### config.mk
export PLATFORM = sky130hd
export DESIGN_NAME = ntfs_runlist_decoder_unit
export DESIGN_NICKNAME = d
export VERILOG_FILES = /design/src/design/ntfs_rld_pkg.sv /design/src/design/ntfs_runlist_decoder_unit.sv
export SDC_FILE = /design/constraint.sdc
export NUM_CORES = 1
export LEC_CHECK = 0
export BUFFER_PORTS_ARGS = -buffer_cell sky130_fd_sc_hd__buf_2
export CAP_MARGIN = 30
export CORE_MARGIN = 1
export CORE_UTILIZATION = 61
export DETAILED_ROUTE_END_ITERATION = 16
export GPL_TIMING_DRIVEN = 0
export PLACE_DENSITY = 0.81
export REMOVE_ABC_BUFFERS = 1
export SYNTH_ARGS = -nofsm -noshare
export SYNTH_HDL_FRONTEND = slang
export SYNTH_SLANG_ARGS = --single-unit
### constraint.sdc
create_clock -name clk -period 27 [get_ports clk]
set_input_delay 1.35 -clock clk [delete_from_list [all_inputs] [get_ports clk]]
set_output_delay 1.35 -clock clk [all_outputs]
set_load 0.05 [all_outputs]
### src/design/ntfs_rld_pkg.sv
package ntfs_rld_pkg;

	localparam int unsigned MAX_FIELD_BYTES = 4;

	typedef enum logic [1:0] {
		PH_HEADER = 2'd0,
		PH_LENGTH = 2'd1,
		PH_OFFSET = 2'd2,
		PH_DONE   = 2'd3
	} phase_t;

	localparam logic [1:0] KIND_RUN     = 2'd0;
	localparam logic [1:0] KIND_END     = 2'd1;
	localparam logic [1:0] KIND_INVALID = 2'd2;

	typedef struct packed {
		logic [1:0]  kind;
		logic [31:0] run_length;
		logic [63:0] run_cluster;
		logic [15:0] bytes_consumed;
	} result_t;

	// Sign-extends a little-endian offset from its own byte count.
	function automatic logic [63:0] extend_offset(input logic [31:0] raw,
			input logic [2:0] nbytes);
		logic [63:0] v;
		v = {32'd0, raw};
		case (nbytes)
			3'd1: begin
				if (raw[7])
					v = v | 64'hFFFF_FFFF_FFFF_FF00;
			end
			3'd2: begin
				if (raw[15])
					v = v | 64'hFFFF_FFFF_FFFF_0000;
			end
			3'd3: begin
				if (raw[23])
					v = v | 64'hFFFF_FFFF_FF00_0000;
			end
			3'd4: begin
				if (raw[31])
					v = v | 64'hFFFF_FFFF_0000_0000;
			end
			default: begin
				v = {32'd0, raw};
			end
		endcase
		return v;
	endfunction

endpackage

### src/design/ntfs_runlist_decoder_unit.sv
// Run-list decoder. Bytes of a run list enter on the item channel
// (data_byte, start_of_list, item_valid, item_stall); a beat with
// start_of_list high loads the running cluster from base_cluster and
// restarts decoding with that byte as a header. Each completed run gives one
// result beat on the result channel (kind, run_length, run_cluster,
// bytes_consumed, result_valid, result_stall); a zero header gives one end
// beat and an invalid header one invalid beat, after which bytes are dropped
// until the next start flag. base_cluster is written through cfg_valid/cfg_ready,
// which is always ready, and takes effect at the next start flag.
// An accepted byte's result beat is registered. One byte is accepted every
// cycle while item_stall is low; the header decode, byte merge and 64-bit
// cluster add all sit between the state registers and the result register.
// When the receiver stalls, the result register holds its beat and a single
// skid register catches one more result; item_stall rises only while that
// skid register is full. Reset clears the decoder state, the base cluster
// and the valid flags of both result registers; bytes arriving before any
// start flag decode against a running cluster of zero.
module ntfs_runlist_decoder_unit (
	input  logic        clk,
	input  logic        arst_n,
	input  logic        cfg_valid,
	output logic        cfg_ready,
	input  logic [63:0] base_cluster,
	input  logic        item_valid,
	output logic        item_stall,
	input  logic [7:0]  data_byte,
	input  logic        start_of_list,
	output logic        result_valid,
	input  logic        result_stall,
	output logic [1:0]  kind,
	output logic [31:0] run_length,
	output logic [63:0] run_cluster,
	output logic [15:0] bytes_consumed
);

	ntfs_rld_pkg::phase_t phase_q, phase_d, phase_eff;
	logic [2:0]  len_left_q, len_left_d;
	logic [2:0]  off_total_q, off_total_d;
	logic [2:0]  off_left_q, off_left_d;
	logic [1:0]  slot_q, slot_d;
	logic [31:0] len_acc_q, len_acc_d;
	logic [31:0] off_acc_q, off_acc_d;
	logic [63:0] cluster_q, cluster_d, cluster_eff;
	logic [15:0] count_q, count_d, count_eff, count_inc;
	logic [63:0] base_q;

	ntfs_rld_pkg::result_t res, out_q, skid_q;
	logic        res_v;
	logic        out_valid_q, skid_valid_q;
	logic        accept, out_free;

	logic [3:0]  len_nib, off_nib;
	logic        bad_header;
	logic [31:0] lane_byte;
	logic [2:0]  len_left_dec, off_left_dec;
	logic [31:0] off_merged;

	assign cfg_ready  = 1'b1;
	assign item_stall = skid_valid_q;
	assign accept     = item_valid && !skid_valid_q;
	assign out_free   = !out_valid_q || !result_stall;

	assign phase_eff   = start_of_list ? ntfs_rld_pkg::PH_HEADER : phase_q;
	assign cluster_eff = start_of_list ? base_q : cluster_q;
	assign count_eff   = start_of_list ? 16'd0 : count_q;
	assign count_inc   = (count_eff == 16'hFFFF) ? count_eff : count_eff + 16'd1;

	assign len_nib    = data_byte[3:0];
	assign off_nib    = data_byte[7:4];
	assign bad_header = (len_nib == 4'd0) || (len_nib > 4'(ntfs_rld_pkg::MAX_FIELD_BYTES)) ||
		(off_nib == 4'd0) || (off_nib > 4'(ntfs_rld_pkg::MAX_FIELD_BYTES));

	assign lane_byte    = {24'd0, data_byte} << {slot_q, 3'b000};
	assign len_left_dec = len_left_q - 3'd1;
	assign off_left_dec = off_left_q - 3'd1;
	assign off_merged   = off_acc_q | lane_byte;

	always_comb begin
		phase_d     = phase_eff;
		len_left_d  = len_left_q;
		off_total_d = off_total_q;
		off_left_d  = off_left_q;
		slot_d      = slot_q;
		len_acc_d   = len_acc_q;
		off_acc_d   = off_acc_q;
		cluster_d   = cluster_eff;
		count_d     = count_eff;
		res_v       = 1'b0;
		res.kind           = ntfs_rld_pkg::KIND_RUN;
		res.run_length     = 32'd0;
		res.run_cluster    = cluster_eff;
		res.bytes_consumed = count_eff;
		case (phase_eff)
			ntfs_rld_pkg::PH_HEADER: begin
				if (data_byte == 8'd0) begin
					res_v    = 1'b1;
					res.kind = ntfs_rld_pkg::KIND_END;
					phase_d  = ntfs_rld_pkg::PH_DONE;
				end else if (bad_header) begin
					res_v    = 1'b1;
					res.kind = ntfs_rld_pkg::KIND_INVALID;
					phase_d  = ntfs_rld_pkg::PH_DONE;
				end else begin
					count_d     = count_inc;
					len_left_d  = len_nib[2:0];
					off_total_d = off_nib[2:0];
					off_left_d  = off_nib[2:0];
					slot_d      = 2'd0;
					len_acc_d   = 32'd0;
					off_acc_d   = 32'd0;
					phase_d     = ntfs_rld_pkg::PH_LENGTH;
				end
			end
			ntfs_rld_pkg::PH_LENGTH: begin
				count_d    = count_inc;
				len_acc_d  = len_acc_q | lane_byte;
				slot_d     = slot_q + 2'd1;
				len_left_d = len_left_dec;
				if (len_left_dec == 3'd0) begin
					slot_d  = 2'd0;
					phase_d = ntfs_rld_pkg::PH_OFFSET;
				end
			end
			ntfs_rld_pkg::PH_OFFSET: begin
				count_d    = count_inc;
				off_acc_d  = off_merged;
				slot_d     = slot_q + 2'd1;
				off_left_d = off_left_dec;
				if (off_left_dec == 3'd0) begin
					cluster_d = cluster_eff +
						ntfs_rld_pkg::extend_offset(off_merged, off_total_q);
					res_v              = 1'b1;
					res.kind           = ntfs_rld_pkg::KIND_RUN;
					res.run_length     = len_acc_q;
					res.run_cluster    = cluster_d;
					res.bytes_consumed = count_inc;
					slot_d             = 2'd0;
					phase_d            = ntfs_rld_pkg::PH_HEADER;
				end
			end
			default: begin
				phase_d = ntfs_rld_pkg::PH_DONE;
			end
		endcase
	end

	always_ff @(posedge clk or negedge arst_n) begin
		if (!arst_n) begin
			base_q <= 64'd0;
		end else if (cfg_valid && cfg_ready) begin
			base_q <= base_cluster;
		end
	end

	always_ff @(posedge clk or negedge arst_n) begin
		if (!arst_n) begin
			phase_q     <= ntfs_rld_pkg::PH_HEADER;
			len_left_q  <= 3'd0;
			off_total_q <= 3'd0;
			off_left_q  <= 3'd0;
			slot_q      <= 2'd0;
			len_acc_q   <= 32'd0;
			off_acc_q   <= 32'd0;
			cluster_q   <= 64'd0;
			count_q     <= 16'd0;
		end else if (accept) begin
			phase_q     <= phase_d;
			len_left_q  <= len_left_d;
			off_total_q <= off_total_d;
			off_left_q  <= off_left_d;
			slot_q      <= slot_d;
			len_acc_q   <= len_acc_d;
			off_acc_q   <= off_acc_d;
			cluster_q   <= cluster_d;
			count_q     <= count_d;
		end
	end

	always_ff @(posedge clk or negedge arst_n) begin
		if (!arst_n) begin
			out_valid_q  <= 1'b0;
			skid_valid_q <= 1'b0;
		end else if (out_free) begin
			if (skid_valid_q) begin
				out_valid_q  <= 1'b1;
				skid_valid_q <= 1'b0;
			end else begin
				out_valid_q <= accept && res_v;
			end
		end else if (accept && res_v) begin
			skid_valid_q <= 1'b1;
		end
	end

	always_ff @(posedge clk) begin
		if (out_free) begin
			if (skid_valid_q) begin
				out_q <= skid_q;
			end else begin
				out_q <= res;
			end
		end else if (accept && res_v) begin
			skid_q <= res;
		end
	end

	assign result_valid   = out_valid_q;
	assign kind           = out_q.kind;
	assign run_length     = out_q.run_length;
	assign run_cluster    = out_q.run_cluster;
	assign bytes_consumed = out_q.bytes_consumed;

endmodule

== Yosys cells after proc, flatten, opt, wreduce, memory -nomap -nowiden ==
Index checks and enable logic that the tools add are counted.

* Bits in registers: 451
* Input bits: 78
* Output and inout bits: 117
* Word-level logic and storage cells: 116

* $add $sub $neg: 5
* $lt $le $gt $ge: 2
* Equality and inequality tests: 9
* Shift operators: 1
* Muxes and demuxes: 49
* Bitwise operators: 5
* Reduce and logical (&&, ||, !) cells: 25

{| class="wikitable"
|+ Operators with widths
! cell !! count
|-
| 2-to-1 mux 64 bit || 9
|-
| one-hot mux 64 bit (4 select lines) || 1
|-
| 2-to-1 mux 112 bit || 2
|-
| one-hot mux 32 bit (2 select lines) || 2
|-
| 2-to-1 mux 114 bit || 1
|-
| adder 64 bit || 1
|-
| 2-to-1 mux 16 bit || 4
|-
| 2-to-1 mux 32 bit || 2
|-
| OR 32 bit || 2
|-
| one-hot mux 16 bit (2 select lines) || 1
|-
| left shift 8 x 5 -> 32 bit || 1
|-
| 2-to-1 mux 2 bit || 11
|-
| adder 16 x 1 -> 16 bit, second input constant || 1
|-
| == test 16 bit, second input constant || 1
|-
| AND reduction 4 bit || 4
|-
| 2-to-1 mux 3 bit || 4
|-
| one-hot mux 2 bit (3 select lines) || 2
|-
| one-hot mux 3 bit (2 select lines) || 2
|-
| greater-than comparator 4 x 3 -> 1 bit, second input constant || 2
|-
| logical NOT 4 bit || 2
|-
| logical NOT 8 bit || 1
|-
| == test 3 x 2 -> 1 bit, second input constant || 2
|-
| logical NOT 3 bit || 2
|-
| 2-to-1 mux 1 bit || 6
|-
| 18 further kinds || 30
|}

== Logic depth before layout (Yosys ltp) ==
* Depth in word-level cells: 10
* Mapped depth: 19
* Depth with buffers taken out: 18

== Least setup slack after synthesis ==
No wires, ideal clock.

* Path type: input port to flip-flop
* Start point: input port result_stall
* End point: register skid_q[0] (netlist name), enable pin
* Setup time: 1.193 ns
* Arrival: 21.866 ns
* Required time: 25.807 ns
* Setup slack: 3.941 ns
* Stages: 2
* Path buffers: 0
* Cell sequence: nand2_1 a2111oi_0

* Word-level cells in the longest chain between the ends: 4

{| class="wikitable"
|+ Ends and longest elaborated chain
! item !! line !! text
|-
| start, declared || ntfs_runlist_decoder_unit.sv:29 || <nowiki>input logic result_stall,</nowiki>
|-
| logical NOT 1 bit || ntfs_runlist_decoder_unit.sv:61 || <nowiki>assign out_free = !out_valid_q || !result_stall;</nowiki>
|-
| logical OR 1 bit || ntfs_runlist_decoder_unit.sv:61 ||
|-
| NOT 1 bit (no source line) || n/a ||
|-
| AND reduction 2 bit (no source line) || n/a ||
|-
| end signal, assigned || ntfs_runlist_decoder_unit.sv:203 || <nowiki>skid_q <= res;</nowiki>
|-
| end, declared || ntfs_runlist_decoder_unit.sv:47 || <nowiki>ntfs_rld_pkg::result_t res, out_q, skid_q;</nowiki>
|}

No other way between the ends.
A chain may end at the register's enable or synchronous reset.

== Worst setup path after layout ==
* Start point: register slot_q[0]
* End point: register out_q (netlist bit run_cluster[63]), data pin

* Word-level cells in the longest chain between the ends: 10
* Elaborated cells between the ends (all ways): 13
* Those cells by class: add/sub: 1; shift: 1; mux: 10; bitwise: 1

{| class="wikitable"
|+ Ends and longest elaborated chain
! item !! line !! text
|-
| start, declared || ntfs_runlist_decoder_unit.sv:40 || <nowiki>logic [1:0] slot_q, slot_d;</nowiki>
|-
| start signal, assigned || ntfs_runlist_decoder_unit.sv:171 || <nowiki>slot_q <= slot_d;</nowiki>
|-
| left shift 8 x 5 -> 32 bit (*) || ntfs_runlist_decoder_unit.sv:73 || <nowiki>assign lane_byte = {24'd0, data_byte} << {slot_q, 3'b000};</nowiki>
|-
| OR 32 bit (*) || ntfs_runlist_decoder_unit.sv:76 || <nowiki>assign off_merged = off_acc_q | lane_byte;</nowiki>
|-
| 2-to-1 mux 64 bit (on tied branches) || n/a ||
|-
| one-hot mux 64 bit (4 select lines) (*) || ntfs_rld_pkg.sv:28 || <nowiki>case (nbytes)</nowiki>
|-
| 2-to-1 mux 64 bit (*) || ntfs_runlist_decoder_unit.sv:129 || <nowiki>if (off_left_dec == 3'd0) begin</nowiki>
|-
| 2-to-1 mux 64 bit (*) || ntfs_runlist_decoder_unit.sv:93 || <nowiki>case (phase_eff)</nowiki>
|-
| adder 64 bit (*) || ntfs_runlist_decoder_unit.sv:130 || <nowiki>cluster_d = cluster_eff +</nowiki>
|-
| 2-to-1 mux 112 bit (*) || ntfs_runlist_decoder_unit.sv:129 ||
|-
| 2-to-1 mux 112 bit (*) || ntfs_runlist_decoder_unit.sv:93 ||
|-
| 2-to-1 mux 114 bit (*) || ntfs_runlist_decoder_unit.sv:197 || <nowiki>if (skid_valid_q) begin</nowiki>
|-
| end signal, assigned || ntfs_runlist_decoder_unit.sv:198 || <nowiki>out_q <= skid_q;</nowiki>
|-
| end signal, assigned || ntfs_runlist_decoder_unit.sv:200 || <nowiki>out_q <= res;</nowiki>
|-
| end, declared || ntfs_runlist_decoder_unit.sv:47 ||
|}

Mark *: on every way between the ends. The rest lies on a longest branch, timed or not. The select of a mux whose other input is x is not followed.

==> flow_summary.json <==
{
  "status": "finished clean",
  "powerDensity_nw_per_um2": 105,
  "clk_pin_slew_ns": 0.06,
  "fin_ws_ns": 21.11,
  "wl_met3_mm": 3.87,
  "grt_max_degree": 83,
  "synth-edff-count": 228,
  "cp.required_ns": 27.34,
  "hold_end": "cluster_q[24]$_DFFE_PN0P_",
  "timing.rr.end": "run_cluster[63]$_DFFE_PN_",
  "slew_headroom": 0.303,
  "route.met2.wl_mm": 27.0,
  "fin_skew_ns": 0.0396,
  "cp_top_family": "compound AO/OA/AOI/OAI gates",
  "setup_viol": 0,
  "synth_seq_cells": 451,
  "top_layer_used": "met4",
  "overflow": 0,
  "finalCritPeriodShare": 0.218,
  "num_io_pins": 195,
  "fin_nets": 2461,
  "startpoint_type": "register",
  "tritoncts": "yes",
  "cts_made_buffers": 45,
  "synth_fa_ha_area_frac": 0.0417,
  "timing.critical_path.mode_cell": "a21oi_1",
  "ys_dominant_reg_cell": "edfxtp_1",
  "initial_core_util": 0.623,
  "yosys-mux-area-fraction": 0.123,
  "drc": 0,
  "syn_area_per_cell_um2": 11.0,
  "final_layout_size_suffix_gt1_frac": 0.245,
  "cts.path.max_buffers": 3,
  "syn-cell-area_um2": 23600,
  "htree_levels": 2,
  "fillers": 2728,
  "yosysTopAreaCellShare": 0.291,
  "clock_latency_ns": 0.61,
  "synth_top_family_by_area": "compound AO/OA/AOI/OAI gates",
  "ant_nets": 0,
  "pre_cts_ws_ns": 20.95,
  "die_y_um": 199,
  "cp.depth": 17,
  "end_kind": "register",
  "vias": 17479,
  "syn2layout_area_growth_pct": 13.4,
  "max_freq_ghz": 0.170,
  "path_buf_inv": 0,
  "synthXorXnorAreaFrac": 0.0286,
  "arrival_ns": 6.23,
  "viasPerCell": 6.12,
  "hold_path.class": "register to register",
  "period_needed_ns": 5.89,
  "critical_path.max_fanout": 23,
  "hold_depth": 2,
  "drt-met1-wl_mm": 24.3,
  "synth_area_leader_cell": "edfxtp_1",
  "syn_inst": 2150,
  "grtUsageTotal": 0.295,
  "grt_pass1_wl_mm": 91.5,
  "worst_pin_slew_ns": 1.04,
  "synth_compound_area_frac": 0.130,
  "synth.most_common_cell": "nand2_1",
  "grt_pass1_vias": 17184,
  "ys_async_sr_fraction": 0.494,
  "synth_common_cells": "257 x nand2_1, 247 x mux2_2, 228 x edfxtp_1",
  "crit_type": "register to register",
  "r2r-start": "slot_q[0]$_DFFE_PN0P_",
  "totalWireLength_mm": 56.6,
  "globalplace.congestion": 0.913,
  "cts_resized": 0,
  "dp_hpwl_mm": 39.4,
  "core-area_um2": 37800,
  "p_leak_nw": 11.6,
  "core.rowCount": 71,
  "ys_types": 74,
  "min_from": "cluster_q[24]$_DFFE_PN0P_",
  "synth_area_leaders": "edfxtp_1 29%, dfrtp_1 24%, mux2_2 12%",
  "hold_viol_final": 0,
  "grt_antenna_before_repair": 1,
  "cap_viol_max_count": 0,
  "synthSimpleGateAreaFrac": 0.122,
  "ctsHoldBuffers": 0,
  "post_cts_buffers": 0,
  "yosysSeqAreaShare": 0.527,
  "drt_iter0_markers": 1545,
  "drv_slew": 0,
  "cts_root_buf": "clkbuf_16",
  "clock-sinks": 451,
  "routedWlPerCell_um": 19.8,
  "rr_worst_depth": 17,
  "port-buffer-count": 193,
  "r2r_slack_ns": 21.11,
  "slowest_delay_ns": 0.88,
  "cp_slowest_cell": "nor2b_2",
  "yosysWarnings": 0,
  "vdd_drop_max_mv": 0.0826,
  "die_area_um2": 39400,
  "path_cells": "nor2b_2, and2_1, o211ai_1, o31a_1, nor2_1, a211o_1, ha_1, a21oi_1, o21ai_0, a211oi_1, o31ai_1, nor3_2, a21oi_1, a21o_1, mux2i_2, xor2_1, mux2_2",
  "rsz0062_at_grt": "no",
  "die_w_um": 199,
  "drt_pass1_iterations": 7,
  "setup_tns_ns": 0
}
-- layout by cell type, fill, tap and decap left out, types with 13 or more instances in the layout --
cell	netlist	routed
nor3_1	20	20
nor2b_1	19	16
xor2_1	32	32
mux2_2	247	247
nand4_1	24	24
o211ai_1	13	13
inv_1	41	41
a21oi_1	147	147
and2_1	44	44
a31oi_1	60	60
buf_4	1	13
nand2_1	257	255
nand2b_1	15	14
buf_2	9	198
edfxtp_1	228	228
a211o_1	22	22
ha_1	77	77
o21bai_1	18	17
clkbuf_1	101	14
o21ai_0	106	106
and3_1	19	19
dfrtp_1	223	222
a21o_1	36	36
nor2_1	172	168
clkbuf_16	0	45
nand3_1	30	30
xnor2_1	45	45
o31ai_1	19	19
-- registers in the layout (all words and copies together), names as in the netlist --
signal,cells
base_q,64
bytes_consumed,16
cluster_q,64
count_q,16
item_stall,1
kind,2
len_acc_q,32
len_left_q,3
off_acc_q,32
off_left_q,3
off_total_q,3
phase_q,2
result_valid,1
run_cluster,64
run_length,32
skid_q,114
slot_q,2
-- worst min-delay path, cell delays in order (launching register included) --
cell	delay, ns
dfrtp_1	0.34
nand2_1	0.05
nand2_1	0.06
-- power breakdown --
part	total [mW]	internal (mW)	switching (mW)
clock network	0.607	0.336	0.271
logic	1.23	0.408	0.820
registers	0.973	0.905	0.0683
-- worst max-delay path by stage --
stage	startpoint	endpoint
2_1_floorplan	result_stall	skid_q[0]$_DFFE_PP_
3_3_place_gp	start_of_list	skid_q[36]$_DFFE_PP_
3_5_place_dp	data_byte[7]	run_cluster[55]$_DFFE_PN_
4_1_cts	slot_q[0]$_DFFE_PN0P_	run_cluster[63]$_DFFE_PN_
5_1_grt	slot_q[0]$_DFFE_PN0P_	run_cluster[63]$_DFFE_PN_
6_report	slot_q[0]$_DFFE_PN0P_	run_cluster[63]$_DFFE_PN_
-- routing by layer --
metal,GRT usage,vias up
met5,0,-
met4,0.0972,0
met3,0.0373,110
met2,0.481,694
met1,0.411,8540
li1,-,8135
-- cell type report --
cell class,instances,area [µm²],area share
Sequential cell,451,12400,0.465
Clock inverter,20,181,0.00679
Clock buffer,64,1250,0.0467
Multi-Input combinational cell,1535,10600,0.395
Inverter,42,158,0.00590
Tap cell,511,639,0.0239
Timing Repair Buffer,230,1500,0.0561
Antenna cell,1,2.50,0.0000936
-- metrics by stage --
step | hold slack (ns) | area, µm² | util | cells | total power, mW
after detailed placement | 0.452 | 25300 | 0.668 | 2769 | 2.19
after global placement | 0.444 | 24700 | 0.653 | 2732 | 2.17
final | 0.476 | 26700 | 0.706 | 2854 | 2.81
after global routing | 0.492 | 26700 | 0.706 | 2853 | 2.96
after floorplan | 0.431 | 23100 | - | 2028 | 1.89
after CTS | 0.465 | 26700 | 0.706 | 2853 | 2.80
-- cells by family after synthesis --
group	after synthesis
flops	451
compound gates	485
simple gates	635
buf+inv	164
fa+ha+maj	78
xor+xnor	77
other cells	1
mux	259
Power figures use the tool's default switching activity.
